$ cat config.mk
export PLATFORM = sky130hd
export DESIGN_NAME = biba_ctrl
export DESIGN_NICKNAME = d
export VERILOG_FILES = /design/src/sv/biba_pkg.sv /design/src/sv/biba_ctrl.sv
export SDC_FILE = /design/constraint.sdc
export NUM_CORES = 1
export LEC_CHECK = 0
export BUFFER_PORTS_ARGS = -buffer_cell sky130_fd_sc_hd__buf_2
export CAP_MARGIN = 20
export CORE_MARGIN = 1.5
export CORE_UTILIZATION = 30
export CTS_BUF_LIST = sky130_fd_sc_hd__clkbuf_8 sky130_fd_sc_hd__clkbuf_16
export DETAILED_ROUTE_END_ITERATION = 7
export PLACE_DENSITY = 0.56
export SLEW_MARGIN = 20
export SYNTH_ARGS = -nofsm -noshare
export SYNTH_HDL_FRONTEND = slang
export SYNTH_SLANG_ARGS = --single-unit
$ cat constraint.sdc
create_clock -name clk -period 2.19 [get_ports clk]
set_input_delay 0.219 -clock clk [delete_from_list [all_inputs] [get_ports clk]]
set_output_delay 0.219 -clock clk [all_outputs]
set_load 0.01 [all_outputs]
$ cat src/sv/biba_pkg.sv
// biba_pkg: shared types, codes and constants of the bitmap inode/block allocator
// used by biba_ctrl, biba_datapath, biba_checker and the top level
// no dependencies
package biba_pkg;

  localparam int CNT_W     = 13;
  localparam int IDX_W     = 12;
  localparam int MODE_W    = 3;
  localparam int STAT_W    = 2;
  localparam int CFG_IDX_W = 2;
  localparam int WORD_W    = 64;
  localparam int WORD_SH   = 6;

  // command codes
  localparam logic [MODE_W-1:0] MODE_RES_INODE = 3'd0;
  localparam logic [MODE_W-1:0] MODE_REL_INODE = 3'd1;
  localparam logic [MODE_W-1:0] MODE_RES_BLOCK = 3'd2;
  localparam logic [MODE_W-1:0] MODE_REL_BLOCK = 3'd3;
  localparam logic [MODE_W-1:0] MODE_FORMAT    = 3'd4;
  localparam logic [MODE_W-1:0] MODE_NONE      = 3'd7;

  // result status codes
  localparam logic [STAT_W-1:0] STAT_OK    = 2'd0;
  localparam logic [STAT_W-1:0] STAT_EMPTY = 2'd1;
  localparam logic [STAT_W-1:0] STAT_RANGE = 2'd2;

  // register indexes
  localparam logic [CFG_IDX_W-1:0] CFG_INODE_TOTAL = 2'd0;
  localparam logic [CFG_IDX_W-1:0] CFG_BLOCK_TOTAL = 2'd1;
  localparam logic [CFG_IDX_W-1:0] CFG_RESERVED    = 2'd2;

  localparam logic [CNT_W-1:0] INODE_TOTAL_RST = 13'd1024;
  localparam logic [CNT_W-1:0] BLOCK_TOTAL_RST = 13'd4096;
  localparam logic [CNT_W-1:0] RESERVED_RST    = 13'd36;

  typedef enum logic [2:0] {
    S_CLEAR,
    S_IDLE,
    S_ISSUE,
    S_SCAN,
    S_REL,
    S_DONE
  } state_t;

  typedef enum logic [1:0] {
    SRC_HINT,
    SRC_IDX,
    SRC_NEXT
  } rd_src_t;

  typedef struct packed {
    logic    load;
    logic    sel_block;
    logic    fmt_latch;
    logic    clr_step;
    logic    rd_issue;
    rd_src_t rd_src;
    logic    scan;
    logic    take;
    logic    give_back;
  } ctl_t;

  typedef struct packed {
    logic pool_empty;
    logic out_of_range;
    logic found;
    logic at_last;
    logic clr_last;
  } dp_stat_t;

  function automatic logic [CNT_W-1:0] pool_size(input logic [CNT_W-1:0] total,
                                                 input logic [CNT_W-1:0] cap);
    return (total > cap) ? cap : total;
  endfunction

endpackage

$ cat src/sv/biba_ctrl.sv
// biba_ctrl: command sequencer of the allocator (clear pass, scan, release, result)
// depends on biba_pkg; drives biba_datapath through ctl_t, reads dp_stat_t
module biba_ctrl
  import biba_pkg::*;
(
  input  logic              clk,
  input  logic              rst,
  input  logic              start,
  input  logic [MODE_W-1:0] mode,
  input  dp_stat_t          dp,
  output ctl_t              ctl,
  output logic              busy,
  output logic              done,
  output logic [STAT_W-1:0] status
);

  state_t            state;
  state_t            state_next;
  logic [MODE_W-1:0] op_q;
  logic [STAT_W-1:0] stat_q;
  logic              stat_set;
  logic [STAT_W-1:0] stat_code;

  always_ff @(posedge clk) begin
    if (rst) begin
      state  <= S_CLEAR;
      op_q   <= MODE_NONE;
      stat_q <= STAT_OK;
    end else begin
      state <= state_next;
      if (ctl.load) begin
        op_q <= mode;
      end
      if (stat_set) begin
        stat_q <= stat_code;
      end
    end
  end

  always_comb begin
    state_next = state;
    unique case (state)
      S_CLEAR: begin
        if (dp.clr_last) begin
          state_next = (op_q == MODE_FORMAT) ? S_DONE : S_IDLE;
        end
      end
      S_IDLE: begin
        if (start) begin
          state_next = (mode == MODE_FORMAT) ? S_CLEAR : S_ISSUE;
        end
      end
      S_ISSUE: begin
        case (op_q) inside
          MODE_RES_INODE, MODE_RES_BLOCK: begin
            state_next = dp.pool_empty ? S_DONE : S_SCAN;
          end
          MODE_REL_INODE, MODE_REL_BLOCK: begin
            state_next = dp.out_of_range ? S_DONE : S_REL;
          end
          default: begin
            state_next = S_DONE;
          end
        endcase
      end
      S_SCAN: begin
        if (dp.found || dp.at_last) begin
          state_next = S_DONE;
        end
      end
      S_REL: begin
        state_next = S_DONE;
      end
      S_DONE: begin
        state_next = S_IDLE;
      end
      default: begin
        state_next = S_IDLE;
      end
    endcase
  end

  always_comb begin
    ctl           = '0;
    ctl.rd_src    = SRC_HINT;
    ctl.sel_block = (op_q == MODE_RES_BLOCK) || (op_q == MODE_REL_BLOCK);
    stat_set      = 1'b0;
    stat_code     = STAT_OK;
    busy          = 1'b1;
    done          = 1'b0;
    unique case (state)
      S_CLEAR: begin
        ctl.clr_step = 1'b1;
      end
      S_IDLE: begin
        busy = 1'b0;
        if (start) begin
          ctl.load      = 1'b1;
          stat_set      = 1'b1;
          stat_code     = STAT_OK;
          ctl.fmt_latch = (mode == MODE_FORMAT);
        end
      end
      S_ISSUE: begin
        case (op_q) inside
          MODE_RES_INODE, MODE_RES_BLOCK: begin
            if (dp.pool_empty) begin
              stat_set  = 1'b1;
              stat_code = STAT_EMPTY;
            end else begin
              ctl.rd_issue = 1'b1;
              ctl.rd_src   = SRC_HINT;
            end
          end
          MODE_REL_INODE, MODE_REL_BLOCK: begin
            if (dp.out_of_range) begin
              stat_set  = 1'b1;
              stat_code = STAT_RANGE;
            end else begin
              ctl.rd_issue = 1'b1;
              ctl.rd_src   = SRC_IDX;
            end
          end
          default: begin
          end
        endcase
      end
      S_SCAN: begin
        ctl.scan = 1'b1;
        if (dp.found) begin
          ctl.take = 1'b1;
        end else if (dp.at_last) begin
          stat_set  = 1'b1;
          stat_code = STAT_EMPTY;
        end else begin
          ctl.rd_issue = 1'b1;
          ctl.rd_src   = SRC_NEXT;
        end
      end
      S_REL: begin
        ctl.give_back = 1'b1;
      end
      S_DONE: begin
        done = 1'b1;
      end
      default: begin
      end
    endcase
  end

  assign status = stat_q;

endmodule

Yosys cells after proc, flatten, opt, wreduce, memory -nomap -nowiden
Index checks and enable logic that the tools add are counted.

Flip-flop bits (word level): 8. Input bits: 11.

Equal/unequal tests: 13. Mux-type cells: 41. Reductions and logical operators: 7.

Operator list (count): $mux W3 (12); $mux W1 (19); $pmux W3 S5 (1); $eq A3 B2 Y1 const B (4); $eq A3 B3 Y1 const B (4); $mux W2 (6); $eq A3 B1 Y1 const B (2); $logic_not A3 Y1 (2); $ne A2 B2 Y1 const B (3); $pmux W3 S2 (1); $pmux W2 S2 (1); $reduce_or A2 Y1 (2); $pmux W1 S3 (1); $reduce_and A3 Y1 (1); $logic_or A1 B1 Y1 (2).

Logic depth before layout (Yosys ltp)
Gate-level depths: netlist (run 1).

Depth after elaboration: 5. Mapped depth: 6.

Worst setup path after synthesis (run 1)
OpenSTA, ideal clock, no wires.

Kind: register to output. From: register state[0]. To: output ctl[5] (netlist bit). Arrival time: 1.041 ns. Data required time: 1.971 ns. Slack: 0.930 ns. Cell stages (with the launch flop): 6. Buffers on the path: 1. Path through: dfxtp_1 > buf_6 > and2b_4 > and2_4 > nand2_1 > nand3_1.

RTL lines: from (decl) (RTL line biba_ctrl.sv:17) `state_t state;`; from (signal assigned) (RTL line biba_ctrl.sv:30) `state <= state_next;`; to (decl) (RTL line biba_ctrl.sv:11) `output ctl_t ctl,`.

==> metrics.txt, run 1 <==
final core occ 41.7%; post-synth cell types 36; Die Wd 47.6 um; Worst-Skew Late Latency 230 ps; Initial Utilization 33.1%; detailed-route via count 573; net count after synthesis 83; compound-gate portion of the synthesized area 15.8%; Cell Pwr Density 582 nW/um^2; Seq cells post-synth 8; worst slack, placed 646 ps; Die Y 47.6 um; Clock Tree Root clkbuf_8; Clock Path Buffers 2; pin count of the biggest net entering global routing 16; Syn Area/Cell 8.27 sq um; CP max FO 12; CORE AREA 1800 sq um; mux cell area share after synthesis 0%; post-synth top area cell dfxtp_1; Clock Skews 5.26 ps; top-area cell type share of the netlist area 26.9%; CTS tree done; total CTS buffers 3; Min-Delay Path Class in2reg; synth warn 0; Post-CTS Resized 0; WS Path Type reg2out; ant diodes 0; cells after synthesis 72; DRT Pass-1 Iters 4; top cells by area, synth dfxtp_1 27%, nand3b_1 8.8%, nand2_1 5.7%; Placed Cells 117; Die ar. 2260 sq um; Final setup violation count 0; vias in the first global route 514; clock sink count 8; max_slew headroom 69.4%; Pleak 0.359 nW; fraction of registers with async set/reset 0%; Final Critical Period 1790 ps; share of post-route cells with drive strength above 1 41.1%; gr ovfl total 0; vias per std cell 4.78; final hold viol count 0; status finished, final reports clean; Arr. time, crit path 1570 ps; gr usage total 14.6%; CTS H-tree lvls 1; Routed Antenna Nets 0; Post-synth EDFFs 0; f_max 0.558 GHz; estimated wirelength of the detail-placed design 1040 um; Worst EP required 1970 ps; RSZ-0062 raised after global routing false; FILL cells 204; gpl congestion 0.741; sequential share of the synthesized area 26.9%; adder-cell share of the synthesized area 0%; IO buf count 24; Remaining DRCs 0; post-synthesis xor/xnor area fraction 0%; VDD IR-drop max 0.319 mV; period utilization 81.8%; Rows 15; # IOs 25; hold buffer count at cts 0; fin cells 120; Area growth, synth to finish 26.1%; Slew Limit Fails 0; Worst-path clk slew 40 ps; Post-CTS Setup Inserts 0; initial antenna violation count 0; startpoint types flip-flop; number of DRC markers in iteration 0 6; ys flop type dfxtp_1; Least-Margin Pin Slew 458 ps; Final WS setup 399 ps; Layout Nets 108; Cell Area, Synth 596 sq um; CP endpoint kind primary output; hold slack 214 ps; Synth Area in Simple Gates 48.5%; largest family of logic cells by synthesized area simple AND/OR/NAND/NOR gates; routed len/inst 11.5 um; first-pass GRT wire length 2230 um; setup TNS 0 ps; Total Routed Length 1380 um; max cap viols 0
synth_stat cells (2+ instances only):
| cell type | number |
|---|---|
| inv_1 | 4 |
| nand3_1 | 4 |
| nor2_1 | 5 |
| nor3b_2 | 2 |
| a21oi_1 | 2 |
| buf_6 | 2 |
| o21ai_0 | 2 |
| nand2_1 | 9 |
| nand3b_1 | 7 |
| nor2b_1 | 2 |
| dfxtp_1 | 8 |
flip-flops by register name, indices dropped and copies added (netlist names):
name and flops:
op_q 3, state 3, status 2
layer usage:
metal / wire (um) / track usage [%] / up-vias / part of all wire [%]
met1: 639 / 18.6 / 252 / 46
met3: 131 / 5.66 / 0 / 9.5
met2: 607 / 21.9 / 24 / 44
met4: 0 / 6.49 / 0 / 0
li1: - / - / 297 / -
met5: 0 / 0 / - / 0
power breakdown:
group,internal [W],switching [W]
Sequential,0.000154,0.0000185
Clock,0.000119,0.0000607
Combinational,0.0000424,0.0000415
per-stage QoR:
stage,area (sq um),total power (W)
2_1_floorplan,596,0.000235
3_3_place_gp,709,0.000259
3_5_place_dp,709,0.000259
4_1_cts,751,0.000445
5_1_grt,751,0.000463
6_report,751,0.000437
cell usage in the layout (no fill, tap or decap), types with 2 or more instances in the layout:
| cell type | n |
|---|---|
| o21ai_0 | 2 |
| nor2_1 | 5 |
| nand2_1 | 9 |
| a21oi_1 | 2 |
| nor2b_1 | 2 |
| nor3b_2 | 2 |
| buf_2 | 24 |
| nand3_1 | 4 |
| dfxtp_1 | 8 |
| clkbuf_8 | 3 |
| nand3b_1 | 7 |
| inv_1 | 4 |
final timing paths:
check / to / cells after the start / start / slack [ps]
worst max-delay path: ctl[9] / 4 / state[0] / 400
worst min-delay path: op_q[0] / 3 / mode[0] / 210
worst max register to register: state[2] / 5 / state[0] / 760
worst min register to register: status[1] / 2 / status[1] / 470
area by class of cell:
cell class	instances	area, sq um	share of cell area, %
clock buffer	3	41.3	5.50
timing repair buffer	24	120	16.0
tap	25	31.3	4.17
sequential	8	160	21.3
inverter	4	15.0	2.00
multi-input combinational	56	383	51.0
critical path, cell delays in order (launching register included):
cell and delay, ps:
dfxtp_1 570, nor3b_2 320, nand2_2 120, inv_1 160, buf_2 160
kinds of logic (layout without fill, tap and decap cells):
logic type / count (synthesis) / in the layout
DFF: 8 / 8
buffers and inverters: 8 / 31
and+or+nand+nor: 43 / 43
AOI/OAI and AO/OA: 13 / 13
Power figures use the tool's default switching activity.
==> run 2, diff against run 1 <==
==> constraint.sdc (replaced) <==
create_clock -name clk -period 1.7 [get_ports clk]
set_input_delay 0.17 -clock clk [delete_from_list [all_inputs] [get_ports clk]]
set_output_delay 0.17 -clock clk [all_outputs]
set_load 0.01 [all_outputs]
==> metrics.txt, run 2 (synthesized netlist as in run 1, its figures left out) <==
Die Y 47.6 um; gr usage total 15.0%; WS Path Type reg2out; Final setup violation count 0; Worst-path clk slew 40 ps; Final Cell Area 768 sq um; vias in the first global route 530; IO buf count 24; slowest cell delay on critical path 300 ps; initial antenna violation count 0; Slew Limit Fails 0; Die ar. 2260 sq um; Gate power share 19.8%; Pint 0.000410 W; max_slew headroom 79.3%; CP max FO 6; Layout Nets 110; clock sink count 8; leading cell type in the layout, fill and taps excluded buf_2; RSZ-0062 raised after global routing true; Rows 15; Remaining DRCs 0; crit path cell chain buf_4 -> and2b_4 -> and2_4 -> nand2_1 -> nand3_1 -> buf_2; Pwr Total 0.000567 W; FILL cells 205; detailed-route via count 585; reg2reg path depth 5; routed len/inst 11.9 um; estimated wirelength of the detail-placed design 1060 um; startpoint types flip-flop; WHS Path Cells 3; Cell Pwr Density 738 nW/um^2; most frequent cells in the layout 24 x buf_2, 9 x nand2_1, 7 x nand3b_1; Final Critical Period 1630 ps; NetSw 0.000157 W; Clock Tree Root clkbuf_8; period utilization 96.1%; number of DRC markers in iteration 0 14; RR Endpoint state[1]; CTS tree done; Worst-Skew Late Latency 230 ps; reg2reg start state[0]; Worst EP required 1530 ps; hold buffer count at cts 0; gr ovfl total 0; Sw Ratio 27.7%; Area growth, synth to finish 29.0%; # IOs 25; Min-Delay Path Class in2reg; CTS H-tree lvls 1; Arr. time, crit path 1460 ps; status finished, final reports clean; final hold viol count 0; Total Routed Length 1450 um; gpl congestion 0.728; CORE AREA 1800 sq um; vias per std cell 4.80; max cap viols 0; CP endpoint kind primary output; Area after DPL 724 sq um; total CTS buffers 3; hold slack 169 ps; Die Wd 47.6 um; Pleak 0.371 nW; Clock Path Buffers 2; Initial Utilization 33.1%; Routed Antenna Nets 0; part of the power in the clock network 41.0%; DRT Pass-1 Iters 4; critical path's slowest cell dfxtp_1; HP Start mode[1]; Reg2Reg Setup Slack 400 ps; Clock Skews 1.24 ps; VDD IR-drop max 0.510 mV; f_max 0.612 GHz; WHS Endpoint op_q[1]; pin count of the biggest net entering global routing 16; ant diodes 0; share of post-route cells with drive strength above 1 44.3%; Least-Margin Pin Slew 309 ps; sequential power share 39.2%; first-pass GRT wire length 2330 um
-- run 2: metrics by stage --
step                instances  setup TNS, ps  util (%)  setup WS, ps
detailed placement        119              0      40.2           171
global placement          119              0      40.2           187
CTS                       122              0      42.6          68.7
finish                    122              0      42.6          67.1
global route              122          -31.4      42.6         -17.7
floorplan                  72              0         -           489
-- run 2: area by class of cell --
type	count	area, sq um	share of cell area (%)
clock buffers	3	41.3	5.37
inverters	4	15.0	1.95
multi-input cells	56	383	49.8
flip-flops and latches	8	163	21.2
well taps	25	31.3	4.07
repair buffers	26	135	17.6
-- run 2: timing repair --
item                       in CTS  in global routing
gates cloned                    0                  0
resized for setup               2                  0
buffers inserted                0                  0
setup endpoints to repair       3                  2
-- run 2: power groups by stage --
stage                     Clock [W]  Sequential (W)  Combinational [W]
after global placement            0        0.000223           0.000113
after CTS                  0.000239        0.000222           0.000113
final                      0.000232        0.000222           0.000112
after detailed placement          0        0.000224           0.000111
after floorplan                   0        0.000213          0.0000899
after global routing       0.000249        0.000224           0.000127
-- run 2: critical path: cells and delay by family, from the launching register on --
| family | cells | cell delay (ps) |
|---|---|---|
| buffers and inverters | 2 | 280 |
| and+or+nand+nor | 4 | 650 |
| DFF | 1 | 300 |
-- run 2: metal layers --
metal | GRT usage, % | routed length, um | vias up
met5 | 0 | 0 | -
met4 | 4.86 | 11 | 0
met3 | 5.66 | 110 | 2
met2 | 21.4 | 601 | 23
met1 | 20.7 | 730 | 254
li1 | - | - | 306
-- run 2: how the worst max path moves through the flow --
stage	from	end	slack, ps	depth (start not counted)
after floorplan	state[0]	ctl[5]	490	5
after global placement	state[0]	ctl[9]	190	4
after detailed placement	state[1]	ctl[5]	170	4
after CTS	state[2]	ctl[5]	70	6
after global routing	state[0]	ctl[9]	-20	4
final	state[2]	ctl[5]	70	6
==> run 3, diff against run 2 <==
==> constraint.sdc (replaced) <==
create_clock -name clk -period 1.9 [get_ports clk]
set_input_delay 0.19 -clock clk [delete_from_list [all_inputs] [get_ports clk]]
set_output_delay 0.19 -clock clk [all_outputs]
set_load 0.01 [all_outputs]
==> metrics.txt, run 3 (synthesized netlist as in run 1, its figures left out) <==
status finished, final reports clean; share of post-route cells with drive strength above 1 42.1%; CP endpoint kind primary output; estimated wirelength of the detail-placed design 1040 um; startpoint types flip-flop; number of DRC markers in iteration 0 6; period utilization 92.8%; Min-Delay Path Class in2reg; Clock Tree Root clkbuf_8; Final setup violation count 0; initial antenna violation count 0; first-pass GRT wire length 2230 um; Area growth, synth to finish 26.3%; routed len/inst 11.5 um; clock sink count 8; gr usage total 14.6%; WHS Endpoint op_q[0]; FILL cells 203; Die Wd 47.6 um; Worst-path clk slew 40 ps; gr ovfl total 0; f_max 0.567 GHz; Clock Path Buffers 2; Worst EP required 1710 ps; # IOs 25; Total Routed Length 1380 um; Pleak 0.360 nW; DRT Pass-1 Iters 4; critical path's slowest cell dfxtp_1; reg2reg path depth 5; max cap viols 0; Final Critical Period 1760 ps; WS Path Type reg2out; Cell Pwr Density 670 nW/um^2; crit path cell chain nor3b_2 -> nand2_2 -> inv_1 -> buf_2; Placed Cells 117; Arr. time, crit path 1570 ps; CORE AREA 1800 sq um; final hold viol count 0; RSZ-0062 raised after global routing false; Rows 15; slowest cell delay on critical path 570 ps; fin cells 120; Die Y 47.6 um; VDD IR-drop max 0.368 mV; Clock Skews 5.26 ps; pin count of the biggest net entering global routing 16; RR Endpoint state[1]; Worst-Skew Late Latency 230 ps; gpl congestion 0.741; leading cell type in the layout, fill and taps excluded buf_2; Initial Utilization 33.1%; total CTS buffers 3; most frequent cells in the layout 24 x buf_2, 9 x nand2_1, 7 x nand3b_1, 7 x dfxtp_1, 5 x nor2_1; CP max FO 12; Layout Nets 108; IO buf count 24; hold buffer count at cts 0; CTS tree done; reg2reg start state[0]; detailed-route via count 573; ant diodes 0; Reg2Reg Setup Slack 460 ps; CTS H-tree lvls 1; Least-Margin Pin Slew 418 ps; Routed Antenna Nets 0; Slew Limit Fails 0; WHS Path Cells 3; Die ar. 2260 sq um; setup TNS 0 ps; max_slew headroom 72.1%; vias in the first global route 514; vias per std cell 4.78; Remaining DRCs 0; HP Start mode[0]
## run 3: changes by cell type in the layout (fill, tap and decap cells not counted), sizes merged
cell,previous run,this run
buf,26,24
## run 3: worst max-delay path: cells and delay by family (launching register included)
| family | cells | cell delay [ps] |
|---|---|---|
| buf+inv | 2 | 320 |
| simple gates | 2 | 440 |
| flops | 1 | 570 |
## run 3: final cells by class
class | count | area (sq um) | share of cell area (%)
timing repair buffer | 24 | 120 | 16.0
clock buffer | 3 | 41.3 | 5.49
sequential | 8 | 161 | 21.5
inverter | 4 | 15.0 | 2.00
tap | 25 | 31.3 | 4.16
multi-input combinational | 56 | 383 | 50.9
## run 3: power breakdown
| part | switching (W) | internal [W] |
|---|---|---|
| clock | 0.0000700 | 0.000138 |
| combinational | 0.0000479 | 0.0000488 |
| sequential | 0.0000213 | 0.000178 |
| total | 0.000139 | 0.000365 |
## run 3: routing by layer
metal | part of all wire (%) | GRT usage [%] | vias to the layer above
met3 | 9.5 | 5.66 | 0
met4 | 0 | 6.49 | 0
met5 | 0 | 0 | -
met2 | 44 | 21.9 | 24
li1 | - | - | 297
met1 | 46 | 18.6 | 252
## run 3: per-stage QoR
stage	cell area, sq um	utilization (%)	power, W	hold WS (ps)	setup WS [ps]
floorplan	596	-	0.000271	314	669
global placement	709	39.4	0.000299	423	389
detailed placement	709	39.4	0.000298	421	385
CTS	751	41.7	0.000513	181	127
global route	752	41.7	0.000534	203	8.26
finish	752	41.7	0.000504	185	138
## run 3: worst max-delay path by stage
| stage | start | end | slack (ps) |
|---|---|---|---|
| after global placement | state[2] | ctl[5] | 390 |
| after floorplan | state[0] | ctl[5] | 670 |
| final | state[0] | ctl[9] | 140 |
| after detailed placement | state[1] | ctl[5] | 390 |
| after global routing | state[0] | ctl[9] | 8 |
| after CTS | state[0] | ctl[9] | 130 |
## run 3: timing repair
action | CTS | global route
endpoints found under the setup margin | 0 | 1
buffers inserted | 0 | 0
resized for setup | 0 | 1
